<file path="config.mk">
export PLATFORM = sky130hd
export DESIGN_NAME = lav_front
export DESIGN_NICKNAME = d
export VERILOG_FILES = /design/src/rtl/lav_pkg.sv /design/src/rtl/lav_front.sv
export SDC_FILE = /design/constraint.sdc
export NUM_CORES = 1
export LEC_CHECK = 0
export BUFFER_PORTS_ARGS = -buffer_cell sky130_fd_sc_hd__buf_2
export CORE_AREA = 2 2 150 152
export DETAILED_ROUTE_END_ITERATION = 7
export DIE_AREA = 0 0 152 154
export GPL_TIMING_DRIVEN = 0
export MAX_ROUTING_LAYER = met4
export PLACE_DENSITY = 0.57
export SYNTH_ARGS = -nofsm -noshare
export SYNTH_HDL_FRONTEND = slang
export SYNTH_SLANG_ARGS = --single-unit
</file>
<file path="constraint.sdc">
create_clock -name vclk -period 2.3
set_input_delay 0.23 -clock vclk [all_inputs]
set_output_delay 0.23 -clock vclk [all_outputs]
set_load 0.02 [all_outputs]
</file>
<file path="src/rtl/lav_pkg.sv">
`timescale 1ns / 1ps
// ---------------------------------------------------------------------------
// lav_pkg: shared types and constants of the look-at view matrix block
// Vector types, queue entry layout, register indexes and operand selection.
// ---------------------------------------------------------------------------
package lav_pkg;

    localparam int COMP_W     = 32;
    localparam int UP_W       = 16;
    localparam int DIFF_W     = 33;
    localparam int WIDE_W     = 64;
    localparam int FIFO_DEPTH = 2;

    typedef logic [2:0][COMP_W-1:0] comp3_t;
    typedef logic [2:0][UP_W-1:0]   up3_t;
    typedef logic [2:0][DIFF_W-1:0] diff3_t;
    typedef logic [2:0][WIDE_W-1:0] wide3_t;

    // One queued item: eye position, eye minus target, and the zero flag.
    typedef struct packed {
        comp3_t eye;
        diff3_t diff;
        logic   zero;
    } lav_entry_t;

    // Status of the normalizer as seen by the sequencer.
    typedef struct packed {
        logic done;
        logic ok;
    } norm_status_t;

    localparam logic [1:0] REG_UP_X = 2'd0;
    localparam logic [1:0] REG_UP_Y = 2'd1;
    localparam logic [1:0] REG_UP_Z = 2'd2;

    localparam logic [1:0] ROW_RIGHT = 2'd0;
    localparam logic [1:0] ROW_UP    = 2'd1;
    localparam logic [1:0] ROW_FWD   = 2'd2;

    // Left operand component for product j of a cross product.
    function automatic logic [1:0] cross_sel_a(input logic [2:0] j);
        logic [1:0] r;
        case (j)
            3'd0:    r = 2'd1;
            3'd1:    r = 2'd2;
            3'd2:    r = 2'd2;
            3'd3:    r = 2'd0;
            3'd4:    r = 2'd0;
            default: r = 2'd1;
        endcase
        return r;
    endfunction

    // Right operand component for product j of a cross product.
    function automatic logic [1:0] cross_sel_b(input logic [2:0] j);
        logic [1:0] r;
        case (j)
            3'd0:    r = 2'd2;
            3'd1:    r = 2'd1;
            3'd2:    r = 2'd0;
            3'd3:    r = 2'd2;
            3'd4:    r = 2'd1;
            default: r = 2'd0;
        endcase
        return r;
    endfunction

    // Select one component of a vector.
    function automatic logic [COMP_W-1:0] pick3(input comp3_t v, input logic [1:0] i);
        logic [COMP_W-1:0] r;
        case (i)
            2'd0:    r = v[0];
            2'd1:    r = v[1];
            default: r = v[2];
        endcase
        return r;
    endfunction

endpackage

</file>
<file path="src/rtl/lav_front.sv">
`timescale 1ns / 1ps
// ---------------------------------------------------------------------------
// lav_front: item intake
// Accepts eye and target, forms their difference and flags a zero forward.
// ---------------------------------------------------------------------------
module lav_front (
    input  logic                start,
    input  logic                full,
    input  lav_pkg::comp3_t     eye,
    input  lav_pkg::comp3_t     target,
    output logic                push,
    output lav_pkg::lav_entry_t entry
);
    import lav_pkg::*;

    diff3_t diff;

    // Eye minus target, one bit wider than the operands.
    always_comb
    begin
        for (int i = 0; i < 3; i++)
        begin
            diff[i] = DIFF_W'($signed({eye[i][COMP_W-1], eye[i]})
                      - $signed({target[i][COMP_W-1], target[i]}));
        end
    end

    assign push        = start && !full;
    assign entry.eye   = eye;
    assign entry.diff  = diff;
    assign entry.zero  = (eye == target);

endmodule

</file>
======== Yosys cells after proc, flatten, opt, wreduce, memory -nomap -nowiden ========
Index checks and enable logic that the tools add are counted.
word-level totals
  flip-flop bits (word level) ............. 0
  output and inout bits ................... 197
  word-level logic and storage cells ...... 6
cells by class
  add/sub/neg operators ................... 3
  equal/unequal tests ..................... 1
  reductions and logical operators ........ 2
operator list
  operator           count
  $sub 32x32->33     3
  $eq 96x96->1       1
  $logic_and 1x1->1  1
  $logic_not 1->1    1

======== Depth between registers and ports, before layout ========
  depth after elaboration ................. 2
  depth in mapped cells ................... 11

======== Worst setup path after synthesis ========
OpenSTA, ideal clock, no wires.
  kind .................................... input -> output
  from .................................... input eye[0] (netlist bit)
  to ...................................... output entry[21] (netlist bit)
  arrival time ............................ 2.464 ns
  required time ........................... 2.070 ns
  path slack .............................. -0.394 ns
  stages on the path ...................... 11
  path buffers ............................ 0
  cell sequence ........................... inv_1 ha_1 fa_1 nor2b_1 o21a_1 o21ai_0 a21oi_1 o21ai_1 o31ai_1 a21boi_0 xnor2_1
RTL lines
  item                RTL line         text
  start: declaration  lav_front.sv:9   input lav_pkg::comp3_t eye,
  end: declaration    lav_front.sv:12  output lav_pkg::lav_entry_t entry

==> impl_results.md <==
* Starting density of the core at 28.6%
* Finished Layout Cells at 1692
* Worst hold endpoint: push
* First-pass GRT wire length at 40500 µm
* Critical path data required time at 2.07 ns
* Mapped Nets at 1222
* Number of vias per cell at 4.85
* Synthesized area per cell at 6.67 µm²
* Sequential area share after synthesis at 0%
* DR DRC count at 0
* Layout cell share with drive strength beyond 1 at 60.2%
* Total power at 4.43 mW
* Worst hold path depth at 3
* Number of cells after detailed placement at 1600
* Final worst path period need at 2.82 ns
* Startpoint types: input pin
* Hold Startpoint: full
* Pin count of the biggest net entering global routing at 10
* Status: complete, but fails checks
* I/O Buffers at 391
* Rel. slew slack at 60.9%
* RSZ-0062 raised after global routing: true
* Syn-to-layout area delta at 92.2%
* HPWL Detailed at 21600 µm
* Core area at 21700 µm²
* PD cells at 372 nW/µm²
* I/O Pins at 391
* Number of global-route vias before repair at 8016
* Die ar. at 23400 µm²
* Post-layout net count at 1703
* Top-area cell type share of the netlist area at 19.4%
* Antenna-violating nets left at 0
* Initial antenna violation count at 4
* DR WL/cell at 15.5 µm
* Die Wd at 152 µm
* Kind of critical path: input pin to output port
* Gr usage total at 21.2%
* Register area at 0 µm²
* Fmax at 354 MHz
* Final Hold Viols at 0
* CP top delay family: compound AO/OA/AOI/OAI gates
* Max-cap viol count at 0
* Failing checks: negative setup slack
* Top cells by area, synth: ha_1 (19%), buf_4 (12%), inv_1 (7.3%)
* WP buf/inv at 2
* 1st-pass router iterations at 5
* Flip-flop and latch count at 0
* Leak Pwr at 6.07 nW
* Hold WS at 0.721 ns
* Crit path cell chain: buf_8 -> ha_4 -> nor2b_4 -> o31a_1 -> o21a_2 -> o311ai_4 -> nor3_2 -> or4_4 -> o221ai_4 -> xnor2_4 -> buf_6
* Overflow after GRT at 0
* Levels on crit path at 11
* Final max-slew violation count at 0
* Largest fanout on the critical path at 3
* Vias post-DR at 8213
* Routed WL at 26200 µm
* Post-synth design cell area at 6200 µm²
* Cts hold-fix bufs at 0
* Synth area leader: ha_1
* Slowest stage delay, CP at 0.55 ns
* Rows at 54
* Yosys Warn Count at 0
* Multi-input logic area at 6880 µm²
* Worst path slowest cell: or4_4
* Setup Total Neg Slack at -13.98 ns
* Data arrival, critical path at 2.59 ns
* Final setup fails at 59
* 1st-iter DRT viols at 242
* Distinct cells, synth at 67
* Syn Inst Count at 929
* Max VDD drop at 0.215 mV
* Final GP Congestion at 0.922
* Tightest Hold Check Type: input pin to output port
* Number of fill cells at 2007
* Slew @ Worst Pin at 0.581 ns
* DIE HEIGHT at 154 µm
* Final setup margin at -0.521 ns
* Period utilization at 123%
* Worst setup EP type: output port
* # clk buffers at 0
==> power by group <==
group | internal [mW] | switching [mW] | leakage (nW) | total (mW)
Clock | 0.000000233 | 0 | 0.0000254 | 0.000000233
Combinational | 2.10 | 2.32 | 6.07 | 4.43
Sequential | 0 | 0 | 0 | 0
==> metal layers <==
metal  part of all wire (%)  GRT usage (%)  vias up  wire length [µm]
met5                      0              -        -                 0
met4                    1.3           2.27        0               352
met3                    5.5           2.40       22              1440
met2                     52           40.0      290             13500
met1                     42           24.9     3809             10900
li1                       -              -     4092                 -
==> per-stage QoR <==
stage	utilization, %	setup slack, ns	area, µm²
floorplan	-	-0.245	7210
global placement	43.9	-0.793	9520
detailed placement	43.9	-0.778	9520
CTS	52.3	-0.602	11300
global route	54.9	-0.598	11900
finish	54.9	-0.521	11900
==> cell usage after synthesis (14+ instances only) <==
master	instances
inv_1	120
buf_4	96
ha_1	96
a21oi_1	84
nand2_1	69
nor2_1	58
a21o_1	55
xnor2_1	51
o21ai_0	35
xor2_1	31
nand4_1	24
clkbuf_1	20
nand3_1	18
o21a_1	17
nor2b_1	14
==> area by class of cell <==
type / instances / area share, %
repair buffers: 492 / 28.1
diodes: 4 / 0.0840
well taps: 280 / 2.94
multi-input cells: 690 / 57.8
plain buffers: 106 / 6.71
inverters: 120 / 4.41
==> worst max-delay path by stage <==
stage                     startpoint        end
after detailed placement     eye[64]  entry[95]
after global placement       eye[64]  entry[95]
after global routing          eye[1]  entry[30]
final                         eye[1]  entry[30]
after floorplan               eye[1]  entry[30]
after CTS                  target[1]  entry[30]
==> layout by cell type (no fill, tap or decap), drive strengths merged, types with 6 or more instances in the layout <==
master and instances:
nand2 69, nor3 13, nor2b 15, nor2 58, a31oi 10, xor2 31
and3 8, clkbuf 7, a211oi 6, o21bai 9, nand4 24, inv 119
o21ai 46, a21oi 85, a21o 55, ha 96, o31ai 6, buf 591
nand2b 8, nand3 18, xnor2 51, o21a 17
==> logic make-up after synthesis <==
logic type      count (synthesis)  share of synthesized area [%]
compound gates                276                           29.4
xor+xnor                       82                           11.6
fa+ha+maj                      99                           20.4
buf+inv                       239                           20.4
mux                             1                          0.162
simple gates                  232                           18.2
==> timing repair <==
action,CTS,global route
endpoints found under the hold margin,0,0
pin swaps,124,70
setup buffers,71,40
gates resized for setup,308,88
endpoints found under the setup margin,65,67
(Power assumes the default switching activity.)
