$ cat src/rtl/lav_pkg.sv
`timescale 1ns / 1ps
// ---------------------------------------------------------------------------
// lav_pkg: shared types and constants of the look-at view matrix block
// Vector types, queue entry layout, register indexes and operand selection.
// ---------------------------------------------------------------------------
package lav_pkg;

    localparam int COMP_W     = 32;
    localparam int UP_W       = 16;
    localparam int DIFF_W     = 33;
    localparam int WIDE_W     = 64;
    localparam int FIFO_DEPTH = 2;

    typedef logic [2:0][COMP_W-1:0] comp3_t;
    typedef logic [2:0][UP_W-1:0]   up3_t;
    typedef logic [2:0][DIFF_W-1:0] diff3_t;
    typedef logic [2:0][WIDE_W-1:0] wide3_t;

    // One queued item: eye position, eye minus target, and the zero flag.
    typedef struct packed {
        comp3_t eye;
        diff3_t diff;
        logic   zero;
    } lav_entry_t;

    // Status of the normalizer as seen by the sequencer.
    typedef struct packed {
        logic done;
        logic ok;
    } norm_status_t;

    localparam logic [1:0] REG_UP_X = 2'd0;
    localparam logic [1:0] REG_UP_Y = 2'd1;
    localparam logic [1:0] REG_UP_Z = 2'd2;

    localparam logic [1:0] ROW_RIGHT = 2'd0;
    localparam logic [1:0] ROW_UP    = 2'd1;
    localparam logic [1:0] ROW_FWD   = 2'd2;

    // Left operand component for product j of a cross product.
    function automatic logic [1:0] cross_sel_a(input logic [2:0] j);
        logic [1:0] r;
        case (j)
            3'd0:    r = 2'd1;
            3'd1:    r = 2'd2;
            3'd2:    r = 2'd2;
            3'd3:    r = 2'd0;
            3'd4:    r = 2'd0;
            default: r = 2'd1;
        endcase
        return r;
    endfunction

    // Right operand component for product j of a cross product.
    function automatic logic [1:0] cross_sel_b(input logic [2:0] j);
        logic [1:0] r;
        case (j)
            3'd0:    r = 2'd2;
            3'd1:    r = 2'd1;
            3'd2:    r = 2'd0;
            3'd3:    r = 2'd2;
            3'd4:    r = 2'd1;
            default: r = 2'd0;
        endcase
        return r;
    endfunction

    // Select one component of a vector.
    function automatic logic [COMP_W-1:0] pick3(input comp3_t v, input logic [1:0] i);
        logic [COMP_W-1:0] r;
        case (i)
            2'd0:    r = v[0];
            2'd1:    r = v[1];
            default: r = v[2];
        endcase
        return r;
    endfunction

endpackage

$ cat src/rtl/lav_fifo.sv
`timescale 1ns / 1ps
// ---------------------------------------------------------------------------
// lav_fifo: short item queue
// Holds classified items between the front and the back of the block.
// ---------------------------------------------------------------------------
module lav_fifo (
    input  logic               clk,
    input  logic               rst_n,
    input  logic               push,
    input  lav_pkg::lav_entry_t push_data,
    input  logic               pop,
    output lav_pkg::lav_entry_t pop_data,
    output logic               full,
    output logic               empty
);
    import lav_pkg::*;

    localparam int PTR_W = (FIFO_DEPTH > 1) ? $clog2(FIFO_DEPTH) : 1;
    localparam int CNT_W = $clog2(FIFO_DEPTH + 1);

    lav_entry_t             mem_reg [FIFO_DEPTH];
    logic [PTR_W-1:0]       wr_ptr_reg;
    logic [PTR_W-1:0]       rd_ptr_reg;
    logic [CNT_W-1:0]       count_reg;

    assign full     = (count_reg == CNT_W'(FIFO_DEPTH));
    assign empty    = (count_reg == '0);
    assign pop_data = mem_reg[rd_ptr_reg];

    // Pointer and fill count update.
    always_ff @(posedge clk or negedge rst_n)
    begin
        if (!rst_n)
        begin
            wr_ptr_reg <= '0;
            rd_ptr_reg <= '0;
            count_reg  <= '0;
        end
        else
        begin
            if (push)
            begin
                wr_ptr_reg <= (wr_ptr_reg == PTR_W'(FIFO_DEPTH - 1)) ? '0 : wr_ptr_reg + 1'b1;
            end
            if (pop)
            begin
                rd_ptr_reg <= (rd_ptr_reg == PTR_W'(FIFO_DEPTH - 1)) ? '0 : rd_ptr_reg + 1'b1;
            end
            if (push && !pop)
            begin
                count_reg <= count_reg + 1'b1;
            end
            else if (pop && !push)
            begin
                count_reg <= count_reg - 1'b1;
            end
        end
    end

    // Entry storage.
    always_ff @(posedge clk)
    begin
        if (push)
        begin
            mem_reg[wr_ptr_reg] <= push_data;
        end
    end

endmodule

$ cat config.mk
export PLATFORM = sky130hd
export DESIGN_NAME = lav_fifo
export DESIGN_NICKNAME = d
export VERILOG_FILES = /design/src/rtl/lav_pkg.sv /design/src/rtl/lav_fifo.sv
export SDC_FILE = /design/constraint.sdc
export NUM_CORES = 1
export LEC_CHECK = 0
export BUFFER_PORTS_ARGS = -buffer_cell sky130_fd_sc_hd__buf_2
export CAP_MARGIN = 25
export CORE_MARGIN = 2
export CORE_UTILIZATION = 45
export CTS_CLUSTER_DIAMETER = 200
export CTS_CLUSTER_SIZE = 24
export DETAILED_ROUTE_END_ITERATION = 8
export PLACE_DENSITY = 0.82
export SYNTH_ARGS = -nofsm -noshare
export SYNTH_HDL_FRONTEND = slang
export SYNTH_SLANG_ARGS = --single-unit
$ cat constraint.sdc
create_clock -name clk -period 24.5 [get_ports clk]
set_input_delay 2.45 -clock clk [delete_from_list [all_inputs] [get_ports clk]]
set_output_delay 2.45 -clock clk [all_outputs]
set_load 0.01 [all_outputs]
==> After elaboration in Yosys (flattened, before gate mapping) <==
Memories as Yosys holds them, arrays and structs flattened.
Index checks and enable logic that the tools add are counted.
{ "totals": {"ff_bits": 4, "ramBits": 392, "in_bits": 200, "out_inout_bits": 198, "wordCells": 21, "n_memories": 1} }
{ "memory_table": {"columns": ["name", "words", "width", "rd", "rd_clocked_by_memory_dff", "write_ports", "line", "rtl"], "rows": [
  ["mem_reg", 2, 196, 1, 0, 1, "lav_fifo.sv:21", "lav_entry_t mem_reg [FIFO_DEPTH];"]
]} }
{ "classes": {"n_addsub": 4, "n_eq_ne": 1, "n_mux": 6, "n_reduce_logical": 6} }
{ "op_table": {"columns": ["cell", "n"], "rows": [
  ["2-to-1 mux 1 bit", 4],
  ["2-to-1 mux 2 bit", 2],
  ["adder 1 bit, second input constant", 2],
  ["adder 2 x 1 -> 2 bit, second input constant", 1],
  ["equality test 2 bit, second input constant", 1],
  ["logical AND 1 bit", 2],
  ["logical NOT 1 bit", 2],
  ["logical NOT 2 bit", 1],
  ["nonzero test 2 bit", 1],
  ["subtractor 2 x 1 -> 2 bit, second input constant", 1]
]} }

==> Longest topological paths before layout <==
{ "logic_depth": {"depth_word": 4, "depth_mapped": 5, "mapped_depth_nobuf": 5} }

==> Worst setup path after synthesis <==
Ideal clock, no wire load.
{ "synth_timing": {"kind": "in2reg", "startpoint": "input port push", "endpoint": "memory mem_reg[0][0] (netlist bit), enable pin", "setup_ns": 0.779, "arrival_time_ns": 10.903, "required_time_ns": 23.721, "path_slack_ns": 12.819, "path_stages": 1, "n_path_buf": 0, "path_cell_list": "nor2b_1"} }
{ "synth_between": {"elab_chain_len": 2} }
{ "synth_lines": {"columns": ["item", "line", "rtl"], "rows": [
  ["start, declared", "lav_fifo.sv:9", "input logic push,"],
  ["2-to-1 mux 1 bit", "lav_fifo.sv:63", "if (push)"],
  ["2-to-1 mux 1 bit (not written as such)", "lav_fifo.sv:65", "mem_reg[wr_ptr_reg] <= push_data;"],
  ["end, declared", "lav_fifo.sv:21", null]
]} }
No other way between the ends.

==> results.md <==
- FF+latch count, synth: 396
- Share of layout cells above drive strength 1: 60.3%
- Clk_lat worst skew: 0.52 ns
- Crit-path max FO: 56
- Final hold vios: 0
- Final critical-path share of the clock period: 24.4%
- Crit Path Class: flip-flop to output pin
- RePlAce Congestion: 0.749
- Max_slew headroom: 24.0%
- Detailed Route WL: 28.8 mm
- Slew @ Worst Pin: 1.14 ns
- Clock-pin slew on the worst setup and hold paths: 0.09 ns
- Post-Syn Nets: 827
- Post-synth EDFFs: 392
- First-pass GRT wire length: 41.1 mm
- Count leader, synth: edfxtp_1
- Worst min path class: flip-flop to flip-flop
- R2r startpoint: wr_ptr_reg
- Leakage: 6.98 nW
- Asr flop ratio synth: 1.01%
- I/O pin total: 398
- Initial antenna violation count: 10
- Design Area, Final: 17900 sq um
- Placement Cell Area: 17300 sq um
- Cell taking the most area after synthesis: edfxtp_1
- DR vias: 7214
- Largest net degree at the start of global routing: 166
- Post-synth top cells: 392 x edfxtp_1, 130 x mux2_4, 66 x mux2_2
- Prevailing post-synth register cell: edfxtp_1
- Crit end category: output pin
- Reg2Reg Setup Slack: 21.89 ns
- Fmax: 167 MHz
- Iteration-0 DRC Markers: 413
- CTS tree: built
- HPWL after DPL: 20.0 mm
- Hold_ws: 0.503 ns
- CTS root buf: clkbuf_16
- Placed insts: 1449
- Syn_area_per_cell: 23.7 sq um
- Final core occ: 54.9%
- Critical path cell sequence: buf_4 > buf_4 > mux2_4 > buf_2
- Total clock sinks: 396
- # hold bufs at CTS: 0
- Resize count post-CTS: 0
- Slowest stage cell, crit path: buf_4
- Pins Over Slew Limit: 0
- Pre-antenna DRT Iters: 5
- Largest cells by area after synthesis: edfxtp_1 79%, mux2_4 13%, mux2_2 5.0%
- H-tree depth: 1
- Setup WS pre-CTS: 19.05 ns
- Seq/Total Area, Yosys: 79.9%
- Count of input and output buffers: 397
- Die Span Y: 186 um
- VDD IR max: 0.0793 mV
- Total GRT Usage: 15.7%
- P per Cell Area: 108 nW/um^2
- Yosys warnings: 0
- Final setup vio count: 0
- FP Rows: 66
- Mean routed wirelength per cell: 19.4 um
- WP data arrival: 3.54 ns
- Post CTS Setup Buffer Count: 0
- Starting Density: 45.7%
- Sum Neg Setup Slack: 0 ns
- Crit path required time: 22.05 ns
- Clk_skew: 0.0141 ns
- Post-synthesis cell count: 626
- Drt via density: 4.86
- Total power: 1.94 mW
- Final Instance Count excl. Fillers: 1485
- Final ANT Viol Nets: 0
- # DRC: 0
- Clock tree buffer depth: 3
- CP max stage delay: 0.90 ns
- Worst Reg-to-Reg Cells: 2
- Final worst slack: 18.51 ns
- Final Critical Period: 5.99 ns
- Most frequent CP cell: buf_4
- Worst Hold Depth: 1
- Layout Nets: 1231
- Unique masters post-synth: 13
- CP Launch Type: flip-flop
- Synth Cell Area: 14900 sq um
- Hold path startpoint: count_reg[1]
- RSZ-0062 raised after global routing: false
- Vias in the first global route: 7355
- Area grow syn2layout: 20.2%
- Die area: 34500 sq um
- WHS Endpoint: count_reg[1]
- Max FFs per register: 392
- CTS buffer count: 20
- Die extent in x: 186 um
- Synth top area share: 79.2%
- Maxcap violations: 0
- Core area: 32500 sq um
- Reg2reg end: mem_reg[0][45]
- Outcome: finished clean
- GR Overflow Total: 0
[power breakdown]
part / leakage (nW) / internal (mW) / switching [mW] / total (mW)
Clock: 0.274 / 0.159 / 0.195 / 0.354
Combinational: 2.98 / 0.318 / 0.322 / 0.641
Sequential: 3.72 / 0.899 / 0.0438 / 0.943
[cell usage in the layout (no fill, tap or decap)]
| cell | instances |
|---|---|
| and2_4 | 1 |
| buf_12 | 2 |
| buf_2 | 397 |
| buf_4 | 5 |
| clkbuf_1 | 7 |
| clkbuf_16 | 21 |
| clkinv_8 | 1 |
| dfrtp_1 | 3 |
| dfrtp_4 | 1 |
| diode_2 | 6 |
| edfxtp_1 | 392 |
| ha_1 | 1 |
| inv_1 | 1 |
| mux2_2 | 66 |
| mux2_4 | 130 |
| nor2_1 | 2 |
| nor2b_1 | 1 |
| nor2b_4 | 1 |
| xnor2_1 | 1 |
| xor2_1 | 4 |
[metal layers]
metal  track usage, %  vias up  share of wire, %
met5                0        -              0.14
met4             4.38        6               2.0
met2             27.7      320                51
met3             5.38       44                11
li1                 -     3286                 -
met1             18.1     3558                36
[final cells by class]
class	count	area, sq um
clock buffers	28	552
inverters	1	3.75
diodes	6	15.0
multi-input cells	207	2790
repair buffers	404	2060
well taps	442	553
flip-flops and latches	396	11900
fillers	2541	14700
clock inverters	1	16.3
[critical path: cells and delay by family (launching register included)]
family	cells	cell delay, ns
buffers and inverters	3	1.82
flip-flops	1	0.75
multiplexers	1	0.36
[logic make-up (layout without fill, tap and decap cells)]
logic type | count (synthesis) | count (layout) | share of synthesized area [%]
xor+xnor | 5 | 5 | 0.295
fa+ha+maj | 1 | 1 | 0.0842
buf+inv | 23 | 434 | 1.44
flops | 396 | 396 | 79.9
mux | 196 | 196 | 18.1
other cells | 0 | 6 | 0
simple gates | 5 | 5 | 0.177
[how the worst max path moves through the flow]
stage	depth (start not counted)	slack (ns)	startpoint	to
CTS	4	18.49	rd_ptr_reg	pop_data[157]
global route	4	18.35	rd_ptr_reg	pop_data[69]
finish	4	18.51	rd_ptr_reg	pop_data[157]
global placement	4	19.12	rd_ptr_reg	pop_data[127]
floorplan	1	12.82	push	mem_reg[0][0]
detailed placement	4	19.05	rd_ptr_reg	pop_data[157]
No activity file was read; power rests on OpenSTA's default activity.
